===== src/rtl/rsch_pkg.sv =====
// Shared types, constants and the sine table for the ray segment closest hit block.
// Used by every module under rtl; depends on nothing else.
package rsch_pkg;

    localparam int MAX_WALLS      = 32;
    localparam int WALL_IDX_W     = 5;
    localparam int WALL_CNT_W     = 6;
    localparam int TRIG_FRAC_BITS = 14;
    localparam int TRIG_W         = TRIG_FRAC_BITS + 1;
    localparam int SC_W           = TRIG_W + 1;
    localparam int RV_W           = 27;
    localparam int NUM_W          = 35;
    localparam int DEN_W          = 24;
    localparam int DIV_CNT_W      = $clog2(NUM_W + 1);
    localparam int SQ_W           = 22;
    localparam int SQ_R           = SQ_W / 2;
    localparam int SQ_CNT_W       = $clog2(SQ_R + 1);
    localparam int FIFO_DEPTH     = 4;
    localparam int FIFO_PTR_W     = $clog2(FIFO_DEPTH);

    localparam logic [2:0] CFG_WALL_COUNT    = 3'd0;
    localparam logic [2:0] CFG_VIEW_RANGE    = 3'd1;
    localparam logic [2:0] CFG_SCREEN_HEIGHT = 3'd2;
    localparam logic [2:0] CFG_BAR_WIDTH     = 3'd3;
    localparam logic [2:0] CFG_BAR_ORIGIN    = 3'd4;

    localparam logic MODE_LOAD = 1'b0;
    localparam logic MODE_CAST = 1'b1;

    localparam logic [63:0] PI_Q30 = 64'd3373259426;
    localparam logic [63:0] SERIES_DIV [8] = '{64'd6, 64'd20, 64'd42, 64'd72,
                                               64'd110, 64'd156, 64'd210, 64'd272};

    typedef logic [TRIG_W-1:0] sin_tab_t [0:90];

    typedef struct packed {
        logic                    mode;
        logic [WALL_IDX_W-1:0]   wall_index;
        logic [39:0]             wall;
        logic [9:0]              px;
        logic [9:0]              py;
        logic signed [SC_W-1:0]  sn;
        logic signed [SC_W-1:0]  cs;
        logic [5:0]              column;
    } cmd_t;

    function automatic sin_tab_t build_sin_tab();
        sin_tab_t           t;
        logic [63:0]        x;
        logic [63:0]        x2;
        logic [63:0]        term;
        logic signed [63:0] sum;
        logic [63:0]        s;
        for (int k = 0; k <= 90; k++) begin
            x = (64'(k) * PI_Q30 + 64'd90) / 64'd180;
            x2 = (x * x) >> 30;
            term = x;
            sum = $signed(x);
            for (int n = 1; n <= 8; n++) begin
                term = ((term * x2) >> 30) / SERIES_DIV[n-1];
                if (n % 2 == 1) begin
                    sum = sum - $signed(term);
                end else begin
                    sum = sum + $signed(term);
                end
            end
            if (sum < 0) begin
                sum = 0;
            end
            s = ($unsigned(sum) + (64'd1 << (30 - TRIG_FRAC_BITS - 1))) >> (30 - TRIG_FRAC_BITS);
            if (s > (64'd1 << TRIG_FRAC_BITS)) begin
                s = 64'd1 << TRIG_FRAC_BITS;
            end
            t[k] = s[TRIG_W-1:0];
        end
        return t;
    endfunction

    localparam sin_tab_t SIN_TAB = build_sin_tab();

endpackage


===== src/rtl/rsch_front.sv =====
// Front end: decodes input requests, reduces the angle and looks up sine and cosine.
// Depends on rsch_pkg for cmd_t and the sine table.
module rsch_front import rsch_pkg::*; (
    input  logic        s_tvalid,
    output logic        s_tready,
    input  logic [79:0] s_tdata,
    input  logic        s_tuser,
    input  logic        fifo_full,
    output logic        push,
    output cmd_t        cmd
);
    logic [8:0]        ang_raw;
    logic [8:0]        ang;
    logic [1:0]        quad;
    logic [6:0]        rem;
    logic [TRIG_W-1:0] t_r;
    logic [TRIG_W-1:0] t_c;
    logic signed [SC_W-1:0] pos_r;
    logic signed [SC_W-1:0] pos_c;

    assign s_tready = !fifo_full;
    assign push     = s_tvalid && !fifo_full;

    always_comb begin
        ang_raw = s_tdata[73:65];
        ang = (ang_raw >= 9'd360) ? ang_raw - 9'd360 : ang_raw;
        if (ang < 9'd90) begin
            quad = 2'd0;
            rem  = ang[6:0];
        end else if (ang < 9'd180) begin
            quad = 2'd1;
            rem  = 7'(ang - 9'd90);
        end else if (ang < 9'd270) begin
            quad = 2'd2;
            rem  = 7'(ang - 9'd180);
        end else begin
            quad = 2'd3;
            rem  = 7'(ang - 9'd270);
        end
        t_r = SIN_TAB[rem];
        t_c = SIN_TAB[7'd90 - rem];
        pos_r = $signed({1'b0, t_r});
        pos_c = $signed({1'b0, t_c});

        cmd.mode       = s_tuser;
        cmd.wall_index = s_tdata[4:0];
        cmd.wall       = s_tdata[44:5];
        cmd.px         = s_tdata[54:45];
        cmd.py         = s_tdata[64:55];
        cmd.column     = s_tdata[79:74];
        case (quad)
            2'd0: begin
                cmd.sn = pos_r;
                cmd.cs = pos_c;
            end
            2'd1: begin
                cmd.sn = pos_c;
                cmd.cs = -pos_r;
            end
            2'd2: begin
                cmd.sn = -pos_r;
                cmd.cs = -pos_c;
            end
            default: begin
                cmd.sn = -pos_c;
                cmd.cs = pos_r;
            end
        endcase
    end
endmodule


===== config.mk =====
export PLATFORM = sky130hd
export DESIGN_NAME = rsch_front
export DESIGN_NICKNAME = d
export VERILOG_FILES = /design/src/rtl/rsch_pkg.sv /design/src/rtl/rsch_front.sv
export SDC_FILE = /design/constraint.sdc
export NUM_CORES = 1
export LEC_CHECK = 0
export BUFFER_PORTS_ARGS = -buffer_cell sky130_fd_sc_hd__buf_4
export CORE_ASPECT_RATIO = 1.25
export CORE_MARGIN = 2
export CORE_UTILIZATION = 25
export DETAILED_ROUTE_END_ITERATION = 6
export GPL_ROUTABILITY_DRIVEN = 0
export GPL_TIMING_DRIVEN = 0
export SKIP_LAST_GASP = 1
export SYNTH_ARGS = -nofsm -noshare
export SYNTH_HDL_FRONTEND = slang
export SYNTH_SLANG_ARGS = --single-unit

===== constraint.sdc =====
create_clock -name vclk -period 8.05
set_clock_uncertainty 0.15 [all_clocks]
set_input_delay 0.4025 -clock vclk [all_inputs]
set_output_delay 0.4025 -clock vclk [all_outputs]
set_load 0.02 [all_outputs]

Word-level counts from Yosys, hierarchy flattened. Memories as Yosys holds them, arrays and structs flattened. Cells that the tools add are included.

Memories kept: 2. Flip-flop bits (word level): 0. ROM bits: 3840. Output and inout bits: 106. Input port bits: 83. Word-level logic and storage cells: 34.

Reductions and logical operators: 3. Mux-type cells: 12. $add $sub $neg: 7. Equal/unequal tests: 2. Magnitude comparators: 6. Bitwise gates (word level): 2.

Memory list: (name not given) (words 128, width 15, read ports 1, clocked after Yosys merged registers in 0, write ports 0, line rsch_front.sv:41) `t_c = SIN_TAB[7'd90 - rem];`; (name not given) (words 128, width 15, read ports 1, clocked after Yosys merged registers in 0, write ports 0, line rsch_front.sv:40) `t_r = SIN_TAB[rem];`.

Operators by type and width (count): $pmux 32 s3 (1); $mux 15 (4); $neg 15->16 (2); $mux 7 (3); $ge 8x8->1 const B (2); $not 7->8 (2); $ge 9x9->1 const B (1); $lt 9x7->1 const B (1); $lt 9x8->1 const B (1); $lt 9x9->1 const B (1); $mux 9 (1); $sub 9x9->9 const B (1); $sub 7x4->7 const B (1); $sub 7x6->7 const B (1); $sub 7x7->7 const A (1); $sub 7x7->7 const B (1); $mux 2 (2); $eq 2x1->1 const B (1); $eq 2x2->1 const B (1); $logic_not 2->1 (1); $logic_and 1x1->1 (1); $logic_not 1->1 (1); $mux 1 (1).

Logic depth before layout (Yosys ltp).
Depth in word-level cells: 13. Depth in mapped cells: 33. Depth with buffers taken out: 25.

Worst setup path after synthesis. Ideal clock, no wire load.

Kind: input-to-output. Start point: in s_tdata[68]. End point: out cmd[14] (netlist name). Required time: 7.497 ns. Setup slack: 0.772 ns. Cell stages on the path: 30. Buffers on the path: 5. Data arrival time: 6.725 ns. Cells stage by stage: buf_2 inv_1 ha_1 nand2b_1 o21a_1 or4_4 and3_1 buf_4 nand2_1 nand4_1 nand2_1 inv_1 buf_2 ha_1 clkbuf_1 a21oi_1 o21ai_2 buf_2 a21oi_2 nor3_1 a221o_1 mux4_2 nor2_1 nor2_1 ha_1 nor2b_1 and4_1 nand2_1 xor2_1 o21ai_0.

RTL lines: from (decl) (line rsch_front.sv:6) `input logic [79:0] s_tdata,`; to (decl) (line rsch_front.sv:10) `output cmd_t cmd`.

==> flow_metrics.env <==
export IMPL_synth_top_area_cell="buf_4"
export IMPL_grt_overflow=0
export IMPL_p_comb_share_pct=100.0
export IMPL_arrival_ps=7270
export IMPL_seq_area_sq_um=0
export IMPL_ios=189
export IMPL_cpMaxStageDelayCell="nor4_4"
export IMPL_post_place_ws_ps=-1410
export IMPL_area_delta_synth_final_pct=23.9
export IMPL_whs_path_depth=2
export IMPL_yosysTopAreaCellShare_pct=8.69
export IMPL_holdPathEnd="cmd[83]"
export IMPL_pwr_share_seq_pct=0
export IMPL_violations="DRC"
export IMPL_hold_viol=0
export IMPL_fp_dieH_microns=197
export IMPL_drc=1
export IMPL_critPathMaxFanout=12
export IMPL_die_area_sq_mm=0.0311
export IMPL_antenna_found_initial=0
export IMPL_outcome="finished with violations"
export IMPL_netSwitchingFraction_pct=64.4
export IMPL_layout_commonest_cell="buf_4"
export IMPL_cp_start_kind="input port"
export IMPL_num_nets_final=1372
export IMPL_syn_area_per_cell_sq_um=6.57
export IMPL_grtUsageMet3_pct=5.47
export IMPL_crit_path_max_incr_delay_ps=520
export IMPL_crit_start="s_tdata[68]"
export IMPL_drt_total_wl_microns=37900
export IMPL_p_sw_w=0.00167
export IMPL_critPathKind="input port to primary output"
export IMPL_slew_headroom_pct=13.5
export IMPL_drt_initial_drc_count=2191
export IMPL_tightest_slew_ps=1260
export IMPL_maxSlewViolCount=0
export IMPL_synth_cell_types=108
export IMPL_routed_wire_length_per_instance_microns=22.9
export IMPL_endpoint_kind="primary output"
export IMPL_port_buffer_count=115
export IMPL_hpwl_microns=28200
export IMPL_max_vdd_ir_drop_uv=117
export IMPL_grt_pass1_vias=9744
export IMPL_nClkBuffers=0
export IMPL_grt_pass1_wl_microns=56300
export IMPL_min_period_over_period_pct=97.1
export IMPL_tns_ps=0
export IMPL_num_vias=10600
export IMPL_drt_pass1_iter_count=7
export IMPL_core_sq_mm=0.0293
export IMPL_finalInstanceArea_sq_mm=0.00921
export IMPL_ant_nets=0
export IMPL_top_usage_layer="met2"
export IMPL_min_delay_start="s_tdata[30]"
export IMPL_n_antenna_cell=0
export IMPL_p_leak_nw=3.53
export IMPL_finalCriticalPeriod_ps=7820
export IMPL_min_path_type="input port to primary output"
export IMPL_power_density_mw_per_mm2=281
export IMPL_fmax_ghz=0.128
export IMPL_fillers=3292
export IMPL_final_layout_size_suffix_gt1_share_pct=29.6
export IMPL_via_per_inst=6.43
export IMPL_required_ps=7500
export IMPL_rows=70
export IMPL_yosysWarnings=0
export IMPL_grt_max_degree=24
export IMPL_cap_violations=0
export IMPL_syn_inst=1132
export IMPL_grt_use_met2_pct=35.5
export IMPL_track_usage_pct=22.9
export IMPL_postSynthNetCount=1242
export IMPL_yosys_top_cells_area="buf_4 8.7%, a21oi_1 5.9%, nor2_1 5.4%, o21ai_0 5.1%, nand2_1 4.6%"
export IMPL_seq_cell_count=0
export IMPL_setup_violations=0
export IMPL_final_cell_mix="219 x buf_4, 105 x nor2_1, 90 x nand2_1"
export IMPL_die_w_microns=158
export IMPL_placed_area_sq_mm=0.00879
export IMPL_syn_area_sq_mm=0.00743
export IMPL_clkPwrFrac_pct=0
export IMPL_yosysSeqAreaShare_pct=0
export IMPL_initial_core_util_pct=25.4
export IMPL_setup_ws_ps=232
export IMPL_internal_power_w=0.000922
export IMPL_use_met1_pct=28.3
-- worst max-delay path: cells and delay by family --
kind / cells / cell delay [ps]
buffers and inverters: 11 / 2250
AOI/OAI and AO/OA: 9 / 2030
and+or+nand+nor: 7 / 1870
adders and majority gates: 2 / 560
xor gates and xnor gates: 1 / 110
-- per-layer routing --
layer / part of all wire [%] / routed length (microns)
met1: 35 / 13400
met2: 43 / 16200
met3: 14 / 5180
met4: 8.4 / 3200
met5: 0 / 0
-- synth_stat cells (all sizes together), types with 21 or more instances --
cell and count:
buf 137, nor2 111, nand2 92, o21ai 92
a21oi 90, clkbuf 43, nand3 43, nor3 43
o211ai 35, ha 27, a211oi 24, o22ai 23
inv 21, xnor2 21
-- per-stage QoR --
step / hold WS, ps / util (%) / power [W] / cells
final: 852 / 31.5 / 0.00259 / 1656
after CTS: 853 / 30.4 / 0.00237 / 1643
after global placement: 852 / 30.1 / 0.00234 / 1643
after floorplan: 732 / - / 0.00161 / 1132
after global routing: 854 / 31.5 / 0.00271 / 1656
after detailed placement: 853 / 30.1 / 0.00234 / 1643
-- how the worst max path moves through the flow --
stage | depth (start not counted) | to
floorplan | 30 | cmd[14]
global placement | 32 | cmd[20]
detailed placement | 32 | cmd[36]
CTS | 31 | cmd[36]
global route | 29 | cmd[31]
finish | 30 | cmd[15]
-- cells by family after synthesis --
kind of cell | Yosys count | share of synthesized area, %
fa+ha+maj | 30 | 4.95
xor+xnor | 36 | 4.70
simple gates | 378 | 25.6
compound gates | 461 | 44.7
mux | 23 | 4.06
buf+inv | 204 | 16.0
-- repair_timing --
action / CTS / global route
setup endpoints to repair: 31 / 27
resized for setup: 28 / 51
buffers inserted: 4 / 14
pin swaps: 3 / 5
hold buffers: 0 / 0
-- power by group through the flow --
stage / combinational [W] / sequential, W / clock, W
2_1_floorplan: 0.00161 / 0 / 0
3_3_place_gp: 0.00234 / 0 / 0
3_5_place_dp: 0.00234 / 0 / 0
4_1_cts: 0.00237 / 0 / 0
5_1_grt: 0.00271 / 0 / 0
6_report: 0.00259 / 0 / 0
-- area by class of cell --
cell class                 instances  area (sq um)  area share (%)
buffer                           175          1120            12.1
tap                              396           495            5.38
timing repair buffer             133           998            10.8
multi-input combinational        928          6500            70.6
inverter                          24           100            1.09
Note: power is estimated with default switching activity, not from simulation.
