==> src/rtl/rsch_pkg.sv <==
// Shared types, constants and the sine table for the ray segment closest hit block.
// Used by every module under rtl; depends on nothing else.
package rsch_pkg;

    localparam int MAX_WALLS      = 32;
    localparam int WALL_IDX_W     = 5;
    localparam int WALL_CNT_W     = 6;
    localparam int TRIG_FRAC_BITS = 14;
    localparam int TRIG_W         = TRIG_FRAC_BITS + 1;
    localparam int SC_W           = TRIG_W + 1;
    localparam int RV_W           = 27;
    localparam int NUM_W          = 35;
    localparam int DEN_W          = 24;
    localparam int DIV_CNT_W      = $clog2(NUM_W + 1);
    localparam int SQ_W           = 22;
    localparam int SQ_R           = SQ_W / 2;
    localparam int SQ_CNT_W       = $clog2(SQ_R + 1);
    localparam int FIFO_DEPTH     = 4;
    localparam int FIFO_PTR_W     = $clog2(FIFO_DEPTH);

    localparam logic [2:0] CFG_WALL_COUNT    = 3'd0;
    localparam logic [2:0] CFG_VIEW_RANGE    = 3'd1;
    localparam logic [2:0] CFG_SCREEN_HEIGHT = 3'd2;
    localparam logic [2:0] CFG_BAR_WIDTH     = 3'd3;
    localparam logic [2:0] CFG_BAR_ORIGIN    = 3'd4;

    localparam logic MODE_LOAD = 1'b0;
    localparam logic MODE_CAST = 1'b1;

    localparam logic [63:0] PI_Q30 = 64'd3373259426;
    localparam logic [63:0] SERIES_DIV [8] = '{64'd6, 64'd20, 64'd42, 64'd72,
                                               64'd110, 64'd156, 64'd210, 64'd272};

    typedef logic [TRIG_W-1:0] sin_tab_t [0:90];

    typedef struct packed {
        logic                    mode;
        logic [WALL_IDX_W-1:0]   wall_index;
        logic [39:0]             wall;
        logic [9:0]              px;
        logic [9:0]              py;
        logic signed [SC_W-1:0]  sn;
        logic signed [SC_W-1:0]  cs;
        logic [5:0]              column;
    } cmd_t;

    function automatic sin_tab_t build_sin_tab();
        sin_tab_t           t;
        logic [63:0]        x;
        logic [63:0]        x2;
        logic [63:0]        term;
        logic signed [63:0] sum;
        logic [63:0]        s;
        for (int k = 0; k <= 90; k++) begin
            x = (64'(k) * PI_Q30 + 64'd90) / 64'd180;
            x2 = (x * x) >> 30;
            term = x;
            sum = $signed(x);
            for (int n = 1; n <= 8; n++) begin
                term = ((term * x2) >> 30) / SERIES_DIV[n-1];
                if (n % 2 == 1) begin
                    sum = sum - $signed(term);
                end else begin
                    sum = sum + $signed(term);
                end
            end
            if (sum < 0) begin
                sum = 0;
            end
            s = ($unsigned(sum) + (64'd1 << (30 - TRIG_FRAC_BITS - 1))) >> (30 - TRIG_FRAC_BITS);
            if (s > (64'd1 << TRIG_FRAC_BITS)) begin
                s = 64'd1 << TRIG_FRAC_BITS;
            end
            t[k] = s[TRIG_W-1:0];
        end
        return t;
    endfunction

    localparam sin_tab_t SIN_TAB = build_sin_tab();

endpackage

==> src/rtl/rsch_fifo.sv <==
// Command queue between the front end and the back end.
// Depends on rsch_pkg for cmd_t and the queue depth.
module rsch_fifo import rsch_pkg::*; (
    input  logic aclk,
    input  logic aresetn,
    input  logic push,
    input  cmd_t din,
    output logic full,
    input  logic pop,
    output cmd_t dout,
    output logic empty
);
    cmd_t                  q_mem [FIFO_DEPTH];
    logic [FIFO_PTR_W-1:0] wr_ptr_reg;
    logic [FIFO_PTR_W-1:0] rd_ptr_reg;
    logic [FIFO_PTR_W:0]   cnt_reg;

    assign full  = (cnt_reg == (FIFO_PTR_W + 1)'(FIFO_DEPTH));
    assign empty = (cnt_reg == '0);
    assign dout  = q_mem[rd_ptr_reg];

    always_ff @(posedge aclk) begin
        if (push && !full) begin
            q_mem[wr_ptr_reg] <= din;
        end
    end

    always_ff @(posedge aclk) begin
        if (!aresetn) begin
            wr_ptr_reg <= '0;
            rd_ptr_reg <= '0;
            cnt_reg    <= '0;
        end else begin
            if (push && !full) begin
                wr_ptr_reg <= wr_ptr_reg + 1'b1;
            end
            if (pop && !empty) begin
                rd_ptr_reg <= rd_ptr_reg + 1'b1;
            end
            case ({push && !full, pop && !empty})
                2'b10:   cnt_reg <= cnt_reg + 1'b1;
                2'b01:   cnt_reg <= cnt_reg - 1'b1;
                default: cnt_reg <= cnt_reg;
            endcase
        end
    end
endmodule

==> config.mk <==
export PLATFORM = sky130hd
export DESIGN_NAME = rsch_fifo
export DESIGN_NICKNAME = d
export VERILOG_FILES = /design/src/rtl/rsch_pkg.sv /design/src/rtl/rsch_fifo.sv
export SDC_FILE = /design/constraint.sdc
export NUM_CORES = 1
export LEC_CHECK = 0
export BUFFER_PORTS_ARGS = -buffer_cell sky130_fd_sc_hd__buf_2
export CORE_AREA = 2 2 168 170
export CTS_CLUSTER_SIZE = 8
export DETAILED_ROUTE_END_ITERATION = 10
export DIE_AREA = 0 0 170 172
export MAX_ROUTING_LAYER = met4
export PLACE_DENSITY_LB_ADDON = 0.25
export SLEW_MARGIN = 20
export SYNTH_ARGS = -nofsm -noshare
export SYNTH_HDL_FRONTEND = slang
export SYNTH_SLANG_ARGS = --single-unit
==> constraint.sdc <==
create_clock -name aclk -period 4.35 [get_ports aclk]
set_input_delay 0.2175 -clock aclk [delete_from_list [all_inputs] [get_ports aclk]]
set_output_delay 0.2175 -clock aclk [all_outputs]
set_load 0.02 [all_outputs]
# Word-level counts from Yosys, hierarchy flattened
# Memory sizes are Yosys's and may differ from the RTL's. A register that Yosys moved wholly into a read port is not among the register bits.
# Cells that the tools add are included.
totals:
  reg_bits: 7
  ram_bits: 416
  in_bits: 108
  out_inout_bits: 106
  elab_cells: 22
  n_memories: 1
memory_table:
  columns: ["memory", "depth", "width", "rd", "rd_clocked_by_memory_dff", "wr", "line", "text"]
  rows:
  - ["q_mem", 4, 104, 1, 1, 1, "rsch_fifo.sv:13", "cmd_t q_mem [FIFO_DEPTH];"]
classes:
  n_addsub: 4
  n_eq_ne: 3
  muxes: 5
  reduce_logical: 6
ops:
  columns: ["op", "n"]
  rows:
  - ["case mux 3 bit (2 select lines)", 1]
  - ["adder 2 x 1 -> 2 bit (second input constant)", 2]
  - ["2-to-1 mux 2 bit", 2]
  - ["adder 3 x 1 -> 3 bit (second input constant)", 1]
  - ["== test 3 bit (second input constant)", 1]
  - ["zero test 3 bit", 1]
  - ["subtractor 3 x 1 -> 3 bit (second input constant)", 1]
  - ["== test 2 x 1 -> 1 bit (second input constant)", 1]
  - ["== test 2 bit (second input constant)", 1]
  - ["logical AND 1 bit", 2]
  - ["zero test 1 bit", 2]
  - ["2-to-1 mux 1 bit", 2]
  - ["nonzero test 2 bit", 1]

# Longest topological paths before layout
depth:
  word_depth: 5
  mapped_depth: 10
  ltp_nobuf: 9

# Worst setup path after synthesis
# No wires, ideal clock.
synth_path:
  path_kind: "register to register"
  startpoint: "register cnt_reg[2]"
  endpoint: "memory q_mem[2][0] (netlist name), enable pin"
  setup_time_ns: 0.475
  arrival_ns: 3.306
  required_ns: 3.875
  setup_slack_ns: 0.569
  stages_incl_launch_ff: 5
  path_buffers: 1
  synth_period_minus_slack_ns: 3.781
  cell_sequence: "dfxtp_1 nor3b_1 nor2b_1 clkbuf_1 and2_1"
synth_via:
  elab_chain_cells: 5
synth_lines:
  columns: ["item", "line", "text"]
  rows:
  - ["start, declared", "rsch_fifo.sv:16", "logic [FIFO_PTR_W:0] cnt_reg;"]
  - ["start signal, assigned", "rsch_fifo.sv:41", "2'b10: cnt_reg <= cnt_reg + 1'b1;"]
  - ["start signal, assigned", "rsch_fifo.sv:42", "2'b01: cnt_reg <= cnt_reg - 1'b1;"]
  - ["start signal, assigned", "rsch_fifo.sv:43", "default: cnt_reg <= cnt_reg;"]
  - ["== test 3 bit", "rsch_fifo.sv:18", "assign full = (cnt_reg == (FIFO_PTR_W + 1)'(FIFO_DEPTH));"]
  - ["via full", "rsch_fifo.sv:8", "output logic full,"]
  - ["zero test 1 bit", "rsch_fifo.sv:23", "if (push && !full) begin"]
  - ["logical AND 1 bit", "rsch_fifo.sv:23", null]
  - ["2-to-1 mux 1 bit", "rsch_fifo.sv:23", null]
  - ["2-to-1 mux 1 bit (implied by the code)", "rsch_fifo.sv:24", "q_mem[wr_ptr_reg] <= din;"]
  - ["end, declared", "rsch_fifo.sv:13", null]
# The timed path passes the listed nets, and every way through them passes these cells.

==> impl_metrics.csv <==
group,metric,value,unit
detailed_routing,drt_wl_total,30600,microns
sta,finalSetupTns,0,ns
cts,numCtsBuffers,59,
grt,globalRouteMet2Util,0.338,
detailed_routing,drt_iter0_markers,682,
pwr,p_per_area,593,nW/um^2
yosys,post_synth_num_cell_types,22,
grt,maximum_number_of_pins_on_one_net_before_global_route_repair,105,
placement,placed_cells,1141,
cells_and_area,fill_cells,1664,
yosys,ys_top_cells_by_area,"sky130_fd_sc_hd__edfxtp_1 81%, sky130_fd_sc_hd__mux4_2 15%, sky130_fd_sc_hd__dfxtp_1 1.2%",
cts,cts_tree,"built",
sta,grt_setup_unrepaired,"no",
setup_path,worst_ep_arrival_time,2.68,ns
grt,grt_antenna_before_repair,4,
worst_hold_path,worstHoldPathType,"primary input to flip-flop",
detailed_routing,drt-vias-per-instance,5.71,
placement,hpwlAfterDp,17200,microns
pwr,total_power,11.6,mW
yosys,synthDominantAreaCellType,"sky130_fd_sc_hd__edfxtp_1",
sta,min_period_over_period,0.666,
cts,cts.repair.resized,0,
cts,clk-insertion-delay-late,0.56,ns
setup_path,worst-endpoint-required,4.13,ns
sta,fin_skew,0.0142,ns
setup_path,category_of_the_critical_setup_timing_path,"flip-flop to primary output",
sta,max_freq,345,MHz
grt,grt_util_met1,0.294,
yosys,synth_fp_nets,712,
cts,cts_htree_levels,2,
sta,worst_slew_margin_rel,0.415,
cells_and_area,nets_finish,1075,
worst_hold_path,min-delay-start,"pop",
sta,finalSetupViolCount,0,
yosys,synth.yosys.warnings,0,
yosys,synth.ff_latch_count,425,
detailed_routing,post_drt_wl_per_cell,23.1,microns
yosys,synthArstFlopShare,0,
grt,grt_usage,0.219,
sta,tightest_slew,0.877,ns
die,die_x,170,microns
sta,post-route-min-period,2.90,ns
setup_path,cp-start-kind,"flip-flop",
yosys,post_synth_most_frequent_cells,"416 x sky130_fd_sc_hd__edfxtp_1, 104 x sky130_fd_sc_hd__mux4_2, 11 x sky130_fd_sc_hd__buf_2",
yosys,synth.most_common_cell,"sky130_fd_sc_hd__edfxtp_1",
pwr,vdd.ir_drop.worst,432,uV
detailed_routing,dr_total_vias,7561,
pwr,p_leak,6.68,nW
run,max-cap-violations,0,
die,core_area,27500,sq um
detailed_routing,drc_errors,0,
cells_and_area,areaGrowthSynthToFinish,26.4,%
detailed_routing,dr.pass1.iters,6,
grt,grt_use_met3,0.0558,
yosys,syn_area_per_cell,25.9,sq um
detailed_routing,ant_nets,0,
cts,cts.reportedPaths.clkPinSlew,0.05,ns
setup_path,endpoint_kind_of_the_worst_setup_timing_path,"primary output",
yosys,synth.top_cell.area_share,0.806,
yosys,synthesis.instances,598,
die,starting_density_of_the_core,0.564,
setup_path,path_max_fanout,40,
setup_path,regToRegStartpoint,"cnt_reg[2]$_SDFFE_PN0P_",
grt,gr-max-usage-layer,"met2",
die,floorplan.rows,61,
cells_and_area,largest_reg_flops,416,
yosys,ys_dominant_reg_cell,"sky130_fd_sc_hd__edfxtp_1",
die,die_y,172,microns
yosys,synth.yosys.seq_area_share,0.817,
grt,globalRouteOverflowTotal,0,
grt,first_global_vias,8053,
cells_and_area,finish.cell_count_without_fillers,1325,
die,top_level_pins,214,
die,floorplan.die_area,29200,sq um
yosys,synth_edf_count,416,
cells_and_area,final_layout_size_suffix_gt1_frac,0.405,
grt,grt_first_pass_wirelength,46200,microns
placement,gp_routability_congestion,0.776,
outcome,run_status,"finished clean",
sta,timing.final.max_slew_violations,0,
cts,clockRootBuffer,"sky130_fd_sc_hd__clkbuf_16",
cts,max-clock-path-buffers,3,
yosys,netlist_area,15500,sq um
cts,cts.sinks,425,
sta,final_hold_violation_count,0,
placement,port_buffers,213,
==> through the flow <==
stage	worst slack, ns	utilization	hold WS [ns]	cell area, sq um
floorplan	0.569	-	0.316	15500
CTS	1.34	0.713	0.0532	19600
global route	1.23	0.713	0.0758	19600
detailed placement	1.72	0.617	0.435	17000
finish	1.45	0.713	0.0727	19600
global placement	1.86	0.617	0.427	17000
==> power breakdown <==
| part | leakage (nW) | switching [mW] | internal [mW] |
|---|---|---|---|
| logic | 2.01 | 1.42 | 1.10 |
| clock network | 0.771 | 1.47 | 2.46 |
| registers | 3.89 | 0.218 | 4.95 |
| total | 6.68 | 3.11 | 8.51 |
==> worst max-delay path, cell delays in order, from the launching register on <==
cell                      delay [ns]
sky130_fd_sc_hd__dfxtp_4        0.89
sky130_fd_sc_hd__buf_4          0.44
sky130_fd_sc_hd__mux4_2         0.61
sky130_fd_sc_hd__buf_2          0.19
==> routing by layer <==
metal | routed length (microns) | vias up
li1 | - | 3269
met1 | 12500 | 3913
met2 | 15000 | 320
met3 | 2500 | 59
met4 | 683 | 0
met5 | 0 | -
==> worst paths after layout <==
path	slack, ns	cells past startpoint	to
setup / recovery	1.45	3	dout[8]
hold / removal	0.07	3	flip-flop
setup reg to reg	1.76	4	q_mem[3][95]$_DFFE_PP_
hold reg to reg	0.50	2	flip-flop
==> placed cells by master (no fill, tap or decap), types with 2 or more instances in the layout <==
| cell type | instances |
|---|---|
| sky130_fd_sc_hd__dfxtp_4 | 2 |
| sky130_fd_sc_hd__mux2i_1 | 2 |
| sky130_fd_sc_hd__inv_1 | 6 |
| sky130_fd_sc_hd__clkbuf_16 | 61 |
| sky130_fd_sc_hd__nand2_1 | 7 |
| sky130_fd_sc_hd__and2_4 | 4 |
| sky130_fd_sc_hd__nor2b_1 | 2 |
| sky130_fd_sc_hd__or3_1 | 2 |
| sky130_fd_sc_hd__buf_4 | 6 |
| sky130_fd_sc_hd__clkbuf_1 | 13 |
| sky130_fd_sc_hd__ha_1 | 5 |
| sky130_fd_sc_hd__buf_12 | 4 |
| sky130_fd_sc_hd__buf_2 | 213 |
| sky130_fd_sc_hd__mux4_2 | 104 |
| sky130_fd_sc_hd__o21ai_0 | 5 |
| sky130_fd_sc_hd__and2_1 | 2 |
| sky130_fd_sc_hd__a21boi_0 | 2 |
| sky130_fd_sc_hd__dlygate4sd3_1 | 105 |
| sky130_fd_sc_hd__dfxtp_1 | 7 |
| sky130_fd_sc_hd__edfxtp_1 | 416 |
| sky130_fd_sc_hd__diode_2 | 4 |
==> logic make-up (layout without fill, tap and decap cells) <==
family	count (synthesis)	after routing	synth area share
DFF	425	425	0.817
muxes	106	106	0.152
buffers and inverters	32	409	0.0142
and+or+nand+nor	20	20	0.00726
AOI/OAI and AO/OA	7	7	0.00258
adders and majority gates	6	6	0.00533
xor gates and xnor gates	2	2	0.00113
other	0	4	0
==> what timing repair did <==
item / CTS / global route
setup buffers: 0 / 0
hold buffers: 105 / 0
endpoints found under the hold margin: 418 / 0
==> cell type report <==
type	instances	area, sq um	share of cell area
Timing Repair Buffer	328	2240	0.114
Inverter	6	22.5	0.00115
Antenna cell	4	10.0	0.000511
Sequential cell	425	12700	0.647
Tap cell	346	433	0.0221
Multi-Input combinational cell	141	2630	0.134
Clock buffer	74	1580	0.0804
Clock inverter	1	8.76	0.000447
No activity file was read; power rests on OpenSTA's default activity.
